## src/rtl/tksk_pkg.sv

```systemverilog
package tksk_pkg;

  // One stored candidate: score first, key second.
  typedef struct packed {
    logic signed [31:0] score;
    logic        [31:0] key;
  } entry_t;

  typedef enum logic [5:0] {
    ST_IDLE  = 6'b000001,
    ST_SCAN  = 6'b000010,
    ST_SHIFT = 6'b000100,
    ST_WRITE = 6'b001000,
    ST_RESP  = 6'b010000,
    ST_EMIT  = 6'b100000
  } state_e;

  typedef enum logic [0:0] {
    CMD_OFFER   = 1'b0,
    CMD_READOUT = 1'b1
  } cmd_e;

  // Register word index taken from paddr[2].
  typedef enum logic [0:0] {
    REG_CAPACITY = 1'b0,
    REG_NONE     = 1'b1
  } reg_e;

  localparam int unsigned RESULT_LIMIT = 16;
  localparam logic [4:0]  CAP_RESET    = 5'd16;
  localparam logic signed [31:0] SCORE_MIN = 32'sh8000_0000;

endpackage

```

## src/rtl/top_k_score_keeper_dedup.sv

```systemverilog
// Channel   Dir  Handshake               Payload
// in        in   in_valid_i/in_ready_o   command_i, score_i, cand_key_i
// out       out  out_valid_o/out_ready_i accepted_o, entry_valid_o, entry_score_o,
//                                        entry_key_o, last_o, best_score_o
// cfg       in   psel/penable/pwrite     paddr[2:0], pwdata, prdata, pready
//
// Offer: the item is accepted, the duplicate scan reads the stored entries from the tail
// toward the head, the insertion shift moves each lower-scoring entry down one place,
// and then the response beat is posted. When the store is full the lowest entry is
// overwritten, never moved. The entry RAM has a single read port, so the scan and the
// shift read one entry at a time. Readout gives one beat per entry (one beat if empty).
// Reset empties the store through the count alone; no clearing pass is needed.
// A stalled output holds the sequencer; a new item is taken while the last beat waits.
module top_k_score_keeper_dedup #(
  parameter int unsigned MAX_ENTRIES = 16
) (
  input  logic                clk_i,
  input  logic                rst_ni,
  // input channel
  input  logic                in_valid_i,
  output logic                in_ready_o,
  input  logic                command_i,
  input  logic signed [31:0]  score_i,
  input  logic [31:0]         cand_key_i,
  // output channel
  output logic                out_valid_o,
  input  logic                out_ready_i,
  output logic                accepted_o,
  output logic                entry_valid_o,
  output logic signed [31:0]  entry_score_o,
  output logic [31:0]         entry_key_o,
  output logic                last_o,
  output logic signed [31:0]  best_score_o,
  // configuration
  input  logic                psel,
  input  logic                penable,
  input  logic                pwrite,
  input  logic [2:0]          paddr,
  input  logic [31:0]         pwdata,
  output logic [31:0]         prdata,
  output logic                pready
);

  import tksk_pkg::*;

  localparam int unsigned AW   = (MAX_ENTRIES > 1) ? $clog2(MAX_ENTRIES) : 1;
  localparam int unsigned CW   = $clog2(MAX_ENTRIES + 1);
  localparam int unsigned CMPW = (CW > 5) ? CW : 5;
  localparam logic [CW-1:0]   MAX_C   = CW'(MAX_ENTRIES);
  localparam logic [CMPW-1:0] MAX_X   = CMPW'(MAX_ENTRIES);
  localparam logic [CMPW-1:0] LIMIT_X = CMPW'(RESULT_LIMIT);

  state_e             state_q, state_d;
  logic [AW-1:0]      idx_q, idx_d;
  logic [AW-1:0]      pos_q, pos_d;
  logic [CW-1:0]      cnt_q, cnt_d;
  logic signed [31:0] best_q, best_d;
  logic [4:0]         cap_q;
  logic signed [31:0] score_q;
  logic [31:0]        key_q;
  logic               acc_q, acc_d;

  // output register
  logic               out_valid_q;
  logic               acc_out_q, valid_out_q, last_out_q;
  logic signed [31:0] score_out_q, best_out_q;
  logic [31:0]        key_out_q;
  logic               load_out, out_free;
  logic               nx_acc, nx_valid, nx_last;
  logic signed [31:0] nx_score;
  logic [31:0]        nx_key;

  // RAM port
  logic               rd_en, wr_en;
  logic [AW-1:0]      rd_addr, wr_addr;
  entry_t             wr_data, rd_entry;

  logic [AW-1:0]      first_addr;
  logic [CW-1:0]      n0;
  logic [CMPW-1:0]    cap_eff, ins_cnt, n_lim;
  logic               s_gt, reject, cfg_wr;

  tksk_ram #(
    .WIDTH($bits(entry_t)),
    .DEPTH(MAX_ENTRIES)
  ) u_ram (
    .clk_i    (clk_i),
    .wr_en_i  (wr_en),
    .wr_addr_i(wr_addr),
    .wr_data_i(wr_data),
    .rd_en_i  (rd_en),
    .rd_addr_i(rd_addr),
    .rd_data_o(rd_entry)
  );

  // Configuration port: no wait states (pready is tied high), one register at word 0.
  assign pready = 1'b1;
  assign cfg_wr = psel && penable && pwrite && (reg_e'(paddr[2]) == REG_CAPACITY);

  always_comb begin
    unique case (reg_e'(paddr[2]))
      REG_CAPACITY: prdata = {27'd0, cap_q};
      default:      prdata = 32'd0;
    endcase
  end

  // Derived limits. The tail entry is the lowest; when full it is the one dropped.
  assign first_addr = AW'(cnt_q - 1'b1);
  assign n0         = (cnt_q >= MAX_C) ? CW'(MAX_C - 1'b1) : cnt_q;
  assign cap_eff    = (CMPW'(cap_q) > MAX_X) ? MAX_X : CMPW'(cap_q);
  assign ins_cnt    = CMPW'(n0) + 1'b1;
  assign n_lim      = (CMPW'(cnt_q) > LIMIT_X) ? LIMIT_X : CMPW'(cnt_q);
  assign s_gt       = score_q > rd_entry.score;
  assign reject     = (rd_entry.key == key_q) || ((idx_q == first_addr) && !s_gt);
  assign out_free   = !out_valid_q || out_ready_i;
  assign in_ready_o = (state_q == ST_IDLE);

  function automatic logic signed [31:0] s_gt_best(input logic signed [31:0] s,
                                                   input logic signed [31:0] b);
    s_gt_best = (s > b) ? s : b;
  endfunction

  always_comb begin
    state_d  = state_q;
    idx_d    = idx_q;
    pos_d    = pos_q;
    cnt_d    = cnt_q;
    best_d   = best_q;
    acc_d    = acc_q;
    rd_en    = 1'b0;
    rd_addr  = '0;
    wr_en    = 1'b0;
    wr_addr  = pos_q;
    wr_data  = '{score: score_q, key: key_q};
    load_out = 1'b0;
    nx_acc   = 1'b0;
    nx_valid = 1'b0;
    nx_score = '0;
    nx_key   = '0;
    nx_last  = 1'b1;

    unique case (state_q)
      ST_IDLE: begin
        if (in_valid_i) begin
          if (cmd_e'(command_i) == CMD_OFFER) begin
            if (cnt_q == '0) begin
              // empty store: insert at the head without a scan
              pos_d   = '0;
              best_d  = (score_i > best_q) ? score_i : best_q;
              state_d = ST_WRITE;
            end else begin
              rd_en   = 1'b1;
              rd_addr = first_addr;
              idx_d   = first_addr;
              state_d = ST_SCAN;
            end
          end else begin
            if (cnt_q == '0) begin
              acc_d   = 1'b0;
              state_d = ST_RESP;
            end else begin
              rd_en   = 1'b1;
              rd_addr = '0;
              idx_d   = '0;
              state_d = ST_EMIT;
            end
          end
        end
      end

      ST_SCAN: begin
        // walk from the tail to the head looking for the key
        if (reject) begin
          acc_d   = 1'b0;
          state_d = ST_RESP;
        end else if (idx_q == '0) begin
          best_d = s_gt_best(score_q, best_q);
          pos_d  = AW'(n0);
          if (n0 == '0) begin
            state_d = ST_WRITE;
          end else begin
            rd_en   = 1'b1;
            rd_addr = AW'(n0 - 1'b1);
            state_d = ST_SHIFT;
          end
        end else begin
          rd_en   = 1'b1;
          rd_addr = AW'(idx_q - 1'b1);
          idx_d   = AW'(idx_q - 1'b1);
        end
      end

      ST_SHIFT: begin
        // rd_entry is entry pos-1; move it down while it scores below the newcomer
        if (rd_entry.score < score_q) begin
          wr_en   = 1'b1;
          wr_addr = pos_q;
          wr_data = rd_entry;
          pos_d   = AW'(pos_q - 1'b1);
          if (pos_q == AW'(1)) begin
            state_d = ST_WRITE;
          end else begin
            rd_en   = 1'b1;
            rd_addr = AW'(pos_q - 2'd2);
          end
        end else begin
          wr_en   = 1'b1;
          cnt_d   = (ins_cnt > cap_eff) ? CW'(cap_eff) : CW'(ins_cnt);
          acc_d   = 1'b1;
          state_d = ST_RESP;
        end
      end

      ST_WRITE: begin
        wr_en   = 1'b1;
        cnt_d   = (ins_cnt > cap_eff) ? CW'(cap_eff) : CW'(ins_cnt);
        acc_d   = 1'b1;
        state_d = ST_RESP;
      end

      ST_RESP: begin
        if (out_free) begin
          load_out = 1'b1;
          nx_acc   = acc_q;
          state_d  = ST_IDLE;
        end
      end

      ST_EMIT: begin
        // rd_entry holds entry idx until the next read is issued
        if (out_free) begin
          load_out = 1'b1;
          nx_valid = 1'b1;
          nx_score = rd_entry.score;
          nx_key   = rd_entry.key;
          nx_last  = ((CMPW'(idx_q) + 1'b1) == n_lim);
          if (nx_last) begin
            state_d = ST_IDLE;
          end else begin
            rd_en   = 1'b1;
            rd_addr = AW'(idx_q + 1'b1);
            idx_d   = AW'(idx_q + 1'b1);
          end
        end
      end

      default: begin
        state_d = ST_IDLE;
      end
    endcase
  end

  always_ff @(posedge clk_i or negedge rst_ni) begin
    if (!rst_ni) begin
      state_q     <= ST_IDLE;
      cnt_q       <= '0;
      best_q      <= SCORE_MIN;
      cap_q       <= CAP_RESET;
      out_valid_q <= 1'b0;
    end else begin
      state_q <= state_d;
      cnt_q   <= cnt_d;
      best_q  <= best_d;
      if (cfg_wr) begin
        cap_q <= pwdata[4:0];
      end
      if (load_out) begin
        out_valid_q <= 1'b1;
      end else if (out_ready_i) begin
        out_valid_q <= 1'b0;
      end
    end
  end

  // Payload and sequencer working registers need no reset.
  always_ff @(posedge clk_i) begin
    idx_q <= idx_d;
    pos_q <= pos_d;
    acc_q <= acc_d;
    if (in_valid_i && in_ready_o) begin
      score_q <= score_i;
      key_q   <= cand_key_i;
    end
    if (load_out) begin
      acc_out_q   <= nx_acc;
      valid_out_q <= nx_valid;
      score_out_q <= nx_score;
      key_out_q   <= nx_key;
      last_out_q  <= nx_last;
      best_out_q  <= best_q;
    end
  end

  assign out_valid_o   = out_valid_q;
  assign accepted_o    = acc_out_q;
  assign entry_valid_o = valid_out_q;
  assign entry_score_o = score_out_q;
  assign entry_key_o   = key_out_q;
  assign last_o        = last_out_q;
  assign best_score_o  = best_out_q;

`ifndef SYNTHESIS
  a_cnt_bound: assert property (@(posedge clk_i) disable iff (!rst_ni)
    cnt_q <= MAX_C)
    else $error("entry count above store depth");

  a_busy_after_accept: assert property (@(posedge clk_i) disable iff (!rst_ni)
    (in_valid_i && in_ready_o) |=> (state_q != ST_IDLE))
    else $error("sequencer idle right after taking an item");

  a_best_monotone: assert property (@(posedge clk_i) disable iff (!rst_ni)
    1'b1 |=> (best_q >= $past(best_q)))
    else $error("best score dropped");

  a_offer_beat: assert property (@(posedge clk_i) disable iff (!rst_ni)
    (out_valid_o && accepted_o) |-> (!entry_valid_o && last_o))
    else $error("offer beat carries an entry or is not last");
`endif

endmodule

```

## src/rtl/tksk_ram.sv

```systemverilog
module tksk_ram #(
  parameter int unsigned WIDTH = 64,
  parameter int unsigned DEPTH = 16
) (
  input  logic                                     clk_i,
  input  logic                                     wr_en_i,
  input  logic [((DEPTH > 1) ? $clog2(DEPTH) : 1)-1:0] wr_addr_i,
  input  logic [WIDTH-1:0]                         wr_data_i,
  input  logic                                     rd_en_i,
  input  logic [((DEPTH > 1) ? $clog2(DEPTH) : 1)-1:0] rd_addr_i,
  output logic [WIDTH-1:0]                         rd_data_o
);

  logic [WIDTH-1:0] mem_q [DEPTH];
  logic [WIDTH-1:0] rd_data_q;

  always_ff @(posedge clk_i) begin
    if (wr_en_i) begin
      mem_q[wr_addr_i] <= wr_data_i;
    end
    if (rd_en_i) begin
      rd_data_q <= mem_q[rd_addr_i];
    end
  end

  assign rd_data_o = rd_data_q;

endmodule
```

## config.mk

```make
export PLATFORM = sky130hd
export DESIGN_NAME = top_k_score_keeper_dedup
export DESIGN_NICKNAME = d
export VERILOG_FILES = /design/src/rtl/tksk_pkg.sv /design/src/rtl/top_k_score_keeper_dedup.sv /design/src/rtl/tksk_ram.sv
export SDC_FILE = /design/constraint.sdc
export NUM_CORES = 2
export LEC_CHECK = 0
export ABC_AREA = 1
export BUFFER_PORTS_ARGS = -buffer_cell sky130_fd_sc_hd__buf_2
export CAP_MARGIN = 40
export CELL_PAD_IN_SITES_DETAIL_PLACEMENT = 0
export CELL_PAD_IN_SITES_GLOBAL_PLACEMENT = 1
export CORE_MARGIN = 10
export CORE_UTILIZATION = 30
export CTS_BUF_LIST = sky130_fd_sc_hd__clkbuf_16
export DETAILED_ROUTE_END_ITERATION = 12
export PLACE_DENSITY_LB_ADDON = 0.25
export SYNTH_ARGS = -nofsm -noshare
export SYNTH_HDL_FRONTEND = slang
export SYNTH_SLANG_ARGS = --single-unit
```

## constraint.sdc

```tcl
create_clock -name clk_i -period 5.5 [get_ports clk_i]
set_input_delay 0 -clock clk_i [delete_from_list [all_inputs] [get_ports clk_i]]
set_output_delay 0 -clock clk_i [all_outputs]
set_load 0.05 [all_outputs]
```

# After elaboration in Yosys (flattened, before gate mapping)
# Memory sizes are Yosys's and may differ from the RTL's. A register that Yosys moved wholly into a read port is not among the register bits.
# Cells that the tools add are included.
dict set report word_totals {
  n_memories 1
  ff_bits 221
  romBits 0
  elab_cells 171
  mem_bits_rw 1024
  latch_bits 0
}
dict set report classes {
  add_sub_neg 8
  div_mod_pow 0
  order_cmp 8
  eq_ne 29
  multipliers 0
  shift 0
  bitwise 1
  reduce_logical 28
  mux 80
}
# name depth width read_ports rd_ports_with_merged_regs wr line
set memory_table {}
lappend memory_table {u_ram.mem_q 16 64 1 1 1 tksk_ram.sv:14} ;# logic [WIDTH-1:0] mem_q [DEPTH];
# cell count
set op_table {}
lappend op_table {{$mux 32} 7}
lappend op_table {{$mux 64} 2}
lappend op_table {{$mux 4} 26}
lappend op_table {{$gt 32x32->1} 3}
lappend op_table {{$pmux 32 s2} 1}
lappend op_table {{$mux 6} 10}
lappend op_table {{$pmux 6 s6} 1}
lappend op_table {{$eq 32x32->1} 1}
lappend op_table {{$lt 32x32->1} 1}
lappend op_table {{$mux 5} 6}
lappend op_table {{$ne 2x2->1 const B} 14}
lappend op_table {{$pmux 4 s3} 2}
lappend op_table {{$mux 1} 21}
lappend op_table {{$pmux 4 s4} 1}
lappend op_table {{$sub 4x1->4 const B} 4}
lappend op_table {{$reduce_and 7->1} 2}
lappend op_table {{$reduce_and 6->1} 2}
lappend op_table {{$gt 5x5->1 const B} 2}
lappend op_table {{$logic_not 5->1} 2}
lappend op_table {{$pmux 5 s2} 1}
lappend op_table {{$pmux 1 s4} 2}
lappend op_table {{$reduce_and 8->1} 1}
lappend op_table {{$eq 6x1->1 const B} 1}
lappend op_table {{$eq 6x2->1 const B} 1}
lappend op_table {{other kinds (25)} 40}

# Depth between registers and ports, before layout
dict set report logic_depth {
  depth_word 7
  depth_mapped 26
  ltp_nobuf 24
}

# Hierarchy
# A second synthesis with hierarchy kept.
dict set report unflattened {
  hier_cells 5666
  hier_area_um2 58826.4
}
# mod cells_per_inst n_inst seq_area_each_um2 area_each_um2
set by_module_without_submodules {}
lappend by_module_without_submodules {tksk_ram 4210 1 32671.3 45926.5}
lappend by_module_without_submodules {top_k_score_keeper_dedup 1456 1 6394.9 12899.9}

# Least setup slack after synthesis
# OpenSTA, ideal clock, no wires.
dict set report synth_timing {
  path_type {reg-to-reg}
  startpoint {register state_q[0]}
  endpoint {register key_q[0] (enable)}
  arrival_time_ns 4.299
  path_slack_ns 0.714
  path_stages_with_launch 5
  n_path_buf 0
  setup_ns 0.487
  synth_period_minus_slack_ns 4.786
  required_time_ns 5.013
  cell_sequence {dfstp_2 inv_2 nor4_4 inv_1 nor2_1}
}
dict set report synth_via {
  elab_chain_len 2
}
# item line
set synth_rtl {}
lappend synth_rtl {{start, declared} top_k_score_keeper_dedup.sv:53} ;# state_e state_q, state_d;
lappend synth_rtl {{start signal, assigned} top_k_score_keeper_dedup.sv:261} ;# state_q <= state_d;
lappend synth_rtl {{$eq 6x1->1} top_k_score_keeper_dedup.sv:116} ;# assign in_ready_o = (state_q == ST_IDLE);
lappend synth_rtl {{net in_ready_o} top_k_score_keeper_dedup.sv:21} ;# output logic in_ready_o,
lappend synth_rtl {{$logic_and 1x1->1} top_k_score_keeper_dedup.sv:280} ;# if (in_valid_i && in_ready_o) begin
lappend synth_rtl {{end signal, assigned} top_k_score_keeper_dedup.sv:282} ;# key_q <= cand_key_i;
lappend synth_rtl {{end, declared} top_k_score_keeper_dedup.sv:60} ;# logic [31:0] key_q;
# The timed path passes the listed nets, and every way through them passes these cells.
# A chain may end at the register's enable or synchronous reset.

# Worst setup path after layout
dict set report layout_timing {
  startpoint {register key_q[17]}
  endpoint {register u_ram.rd_data_q[50], in the netlist u_ram.rd_data_o[50] (read register of u_ram.mem_q), data pin}
}
dict set report layout_via {
  elab_chain_len 4
}
# item line
set layout_rtl {}
lappend layout_rtl {{$eq 32x32->1 *} top_k_score_keeper_dedup.sv:114} ;# assign reject = (rd_entry.key == key_q) || ((idx_q == first_addr) && !s_gt);
lappend layout_rtl {{$logic_or 1x1->1 *} top_k_score_keeper_dedup.sv:114}
lappend layout_rtl {{$mux 4 / $mux 1 (equally long branches)} top_k_score_keeper_dedup.sv:173} ;# if (reject) begin
lappend layout_rtl {{$pmux 4 s4 / $pmux 1 s4 (equally long branches)} top_k_score_keeper_dedup.sv:142} ;# unique case (state_q)
lappend layout_rtl {{end, declared} tksk_ram.sv:15} ;# logic [WIDTH-1:0] rd_data_q;
# Every way passes the cells marked *; elsewhere a longest branch is shown, timed or not.

==> metrics <==
Final #Nets 6425; total CTS buffers 155; Ports 241; first-pass GRT wire length between 200 and 300 mm; post_cts resized 0; status completed; ys async rst share 0.03743; drt wl/cell 21.42 microns; R2R cell count 14; Design Area, Final 72180 sq um; CP Capture Type flop; Worst Tran Pin Value 0.9219 ns; GPL Wtd Cong about 0.75; Worst VDD drop 505.5 uV; share of layout cells above drive strength 1 0.1024; worst-path maximum fanout 64; grt total ovfl 0; Mapped Area between 60000 and 70000 sq um; IO Port Bufs 183; Reg area 39070 sq um; Setup Total Neg Slack 0 ns; worst skew pair latency 0.82 ns; dominant cells by area after synthesis edfxtp_1 62%, nand3_1 7.8%, inv_1 7.6%, nand4_1 5.5%, nand2_1 5.4%; Synth Area per Inst around 10 sq um; Clock Tree Buf Depth 3; Setup Skew between 0.05 and 0.06 ns; CTS root buf clkbuf_16; core area ~200000 sq um; via count around 43000; most common cell after layout, fill and taps aside inv_1; CP Depth 14; Relative slew margins 0.3797; Placed Area 65880 sq um; P per Cell Area 485.8 nW/um^2; Synth Warn # 0; sequential share of power 0.383; CP max-delay cell nor4_1; drt total wl 192.9 mm; fin crit share 0.8310; synth unique cells 52; Worst path top cell family by delay simple AND/OR/NAND/NOR gates; CTS H-tree lvls 4; Hold Crit Depth 6; CTS tree yes; Yosys top cell by area edfxtp_1; Die Width 472.1 microns; EDFF count, synth 1260; Global Route Usage Sum 0.1680; worst hold-check path type in -> reg; Post-DP HPWL 102.4 mm; sequential area share after synthesis 0.6372; final setup fails 0; synthesized instance count 5887; DRC errors left 0; area grow syn2layout 17.72%; Die Span Y 472.1 microns; Worst EP arrival between 5 and 6 ns; clock network power share 0.275; Reg clk slew, reported paths about 0.060 ns; switch share 0.3812; Crit path required time slightly above 6 ns; post-synth top area share 0.6171; filler cell count in the final layout 20106; Sink Count ~1300; multi-input combinational cell area 15560 sq um; RSZ-0062 raised after global routing false; flops & latches, synth roughly 1300; Net Sw Power between 10000 and 15000 uW; Cell Int Power around 22000 uW; drt via density 4.784; Min Clock Period, post-route 4.570 ns; Largest stage delay, worst path 0.83 ns; CP cell instances xnor2_1 > nand3_1 > nor4_1 > nand4_1 > buf_4 > nand2_1 > inv_1 > o2111ai_1 > nand4_1 > buf_12 > inv_4 > buf_12 > nand3_1 > nand2_1; fmax 218.8 MHz; vias in the first global route 41494; largest net degree at the start of global routing 148; Post-DRT Antenna Nets 0; leak pwr just over 0.03 uW; Worst Setup Start Kind flop; Die Area roughly 220000 sq um; CP Class reg -> reg; Final Hold Viols 0; initial antenna violation count 6; logic gate share of total power 0.341; Slew Limit Fails 0; most frequent cells in the layout 1289 x inv_1, 1260 x edfxtp_1, 951 x nand3_1; CP Buf/Inv Count 5; prevailing post-synth register cell edfxtp_1; initial cell density of the core 0.3024; maxcap violations 0; Cell Rows around 170; total iterations of the first detailed-routing run 5; initial drt markers 3284
final cells by class:
class,instances,share of cell area
diodes,3,0.0001040
flip-flops and latches,1309,0.5413
clock inverters,127,0.01179
inverters,1255,0.06567
clock buffers,156,0.05409
well taps,2672,0.04632
multi-input cells,2959,0.2157
repair buffers,525,0.06511
registers in the layout (all words and copies together), names as in the netlist, 4 cells and up:
name / cells
pos_q: 4
entry_score_o: 32
key_q: 32
idx_q: 4
state_q: 6
u_ram.mem_q: 1024
entry_key_o: 32
score_q: 32
cap_q: 5
u_ram.rd_data_o: 64
best_q: 32
cnt_q: 5
best_score_o: 32
worst register-to-register path: stages, from the launching register on:
cell and delay (ns):
edfxtp_1 0.51, xnor2_1 0.38, nand3_1 0.22, nor4_1 0.84, nand4_1 0.21, buf_4 0.25, nand2_1 0.19, inv_1 0.11
o2111ai_1 0.08, nand4_1 0.30, buf_12 0.30, inv_4 0.11, buf_12 0.46, nand3_1 0.35, nand2_1 0.12
metal layers:
layer / global-route usage / vias up / part of all wire
met5: 0 / - / 0.000041
met2: 0.2723 / 1092 / 0.46
li1: - / 20570 / -
met4: 0.04780 / 2 / 0.027
met1: 0.2322 / 21130 / 0.46
met3: 0.02649 / 293 / 0.050
cells by family after synthesis:
logic type               after synthesis  share of synthesized area
other                                  2                  0.0001225
AO/OA/AOI/OAI                        215                    0.01898
buffers and inverters               1645                     0.1133
XOR/XNOR                              32                   0.004694
adder cells (fa/ha/maj)              113                    0.02306
flip-flops                          1309                     0.6372
AND/OR/NAND/NOR                     2571                     0.2026
power groups by stage:
stage               sequential (uW)  clock, uW  combinational [uW]
floorplan                     13800          0                7470
CTS                           13400       9910               12200
global placement              13600          0               12000
detailed placement            13600          0               12100
finish                        13400       9650               12000
global route                  13500      10300               13400
metrics by stage:
stage	utilization	hold WS, ns	cells	setup slack, ns	power [uW]
after floorplan	-	-0.2956	5913	0.7144	21320
after global placement	0.3246	0.1804	8563	0.8516	25620
after detailed placement	0.3250	0.1816	8567	0.8846	25690
after CTS	0.3560	0.06430	9003	0.8267	35530
after global routing	0.3560	0.1538	9004	0.5932	37190
final	0.3560	0.1358	9006	0.9296	35060
worst paths after layout:
| check | from | to | slack [ns] |
|---|---|---|---|
| worst max register to register | key_q[17] | u_ram.rd_data_o[50] | 0.93 |
| worst max-delay path | key_q[17] | u_ram.rd_data_o[50] | 0.93 |
| max in group asynchronous | rst_ni | cap_q[3] | 4.53 |
| worst min-delay path | score_i[11] | best_q[11] | 0.14 |
| min in group asynchronous | rst_ni | best_q[28] | 0.41 |
| worst min register to register | best_q[31] | best_q[31] | 0.47 |
what timing repair did:
action,CTS,global route
hold buffers,153,0
buffers inserted,0,0
endpoints found under the hold margin,205,0
setup endpoints to repair,0,0
synthesized netlist by cell type, types with 6 or more instances:
library cell  number
inv_1           1247
edfxtp_1        1260
inv_2              7
ha_1             113
nand2_1          874
a31oi_1            7
nor3_1             6
o211ai_1           8
clkbuf_8          26
xnor2_1           19
nand4_1          540
dfrtp_1           46
a21oi_1           54
nor2_1           149
o22ai_1            9
buf_6             13
nand2_2           11
o21ai_0          121
or2_2             12
clkbuf_1         121
buf_4             46
xor2_1            12
nand3_2           10
buf_2            175
buf_1              7
nand3_1          951
(Power assumes the default switching activity.)
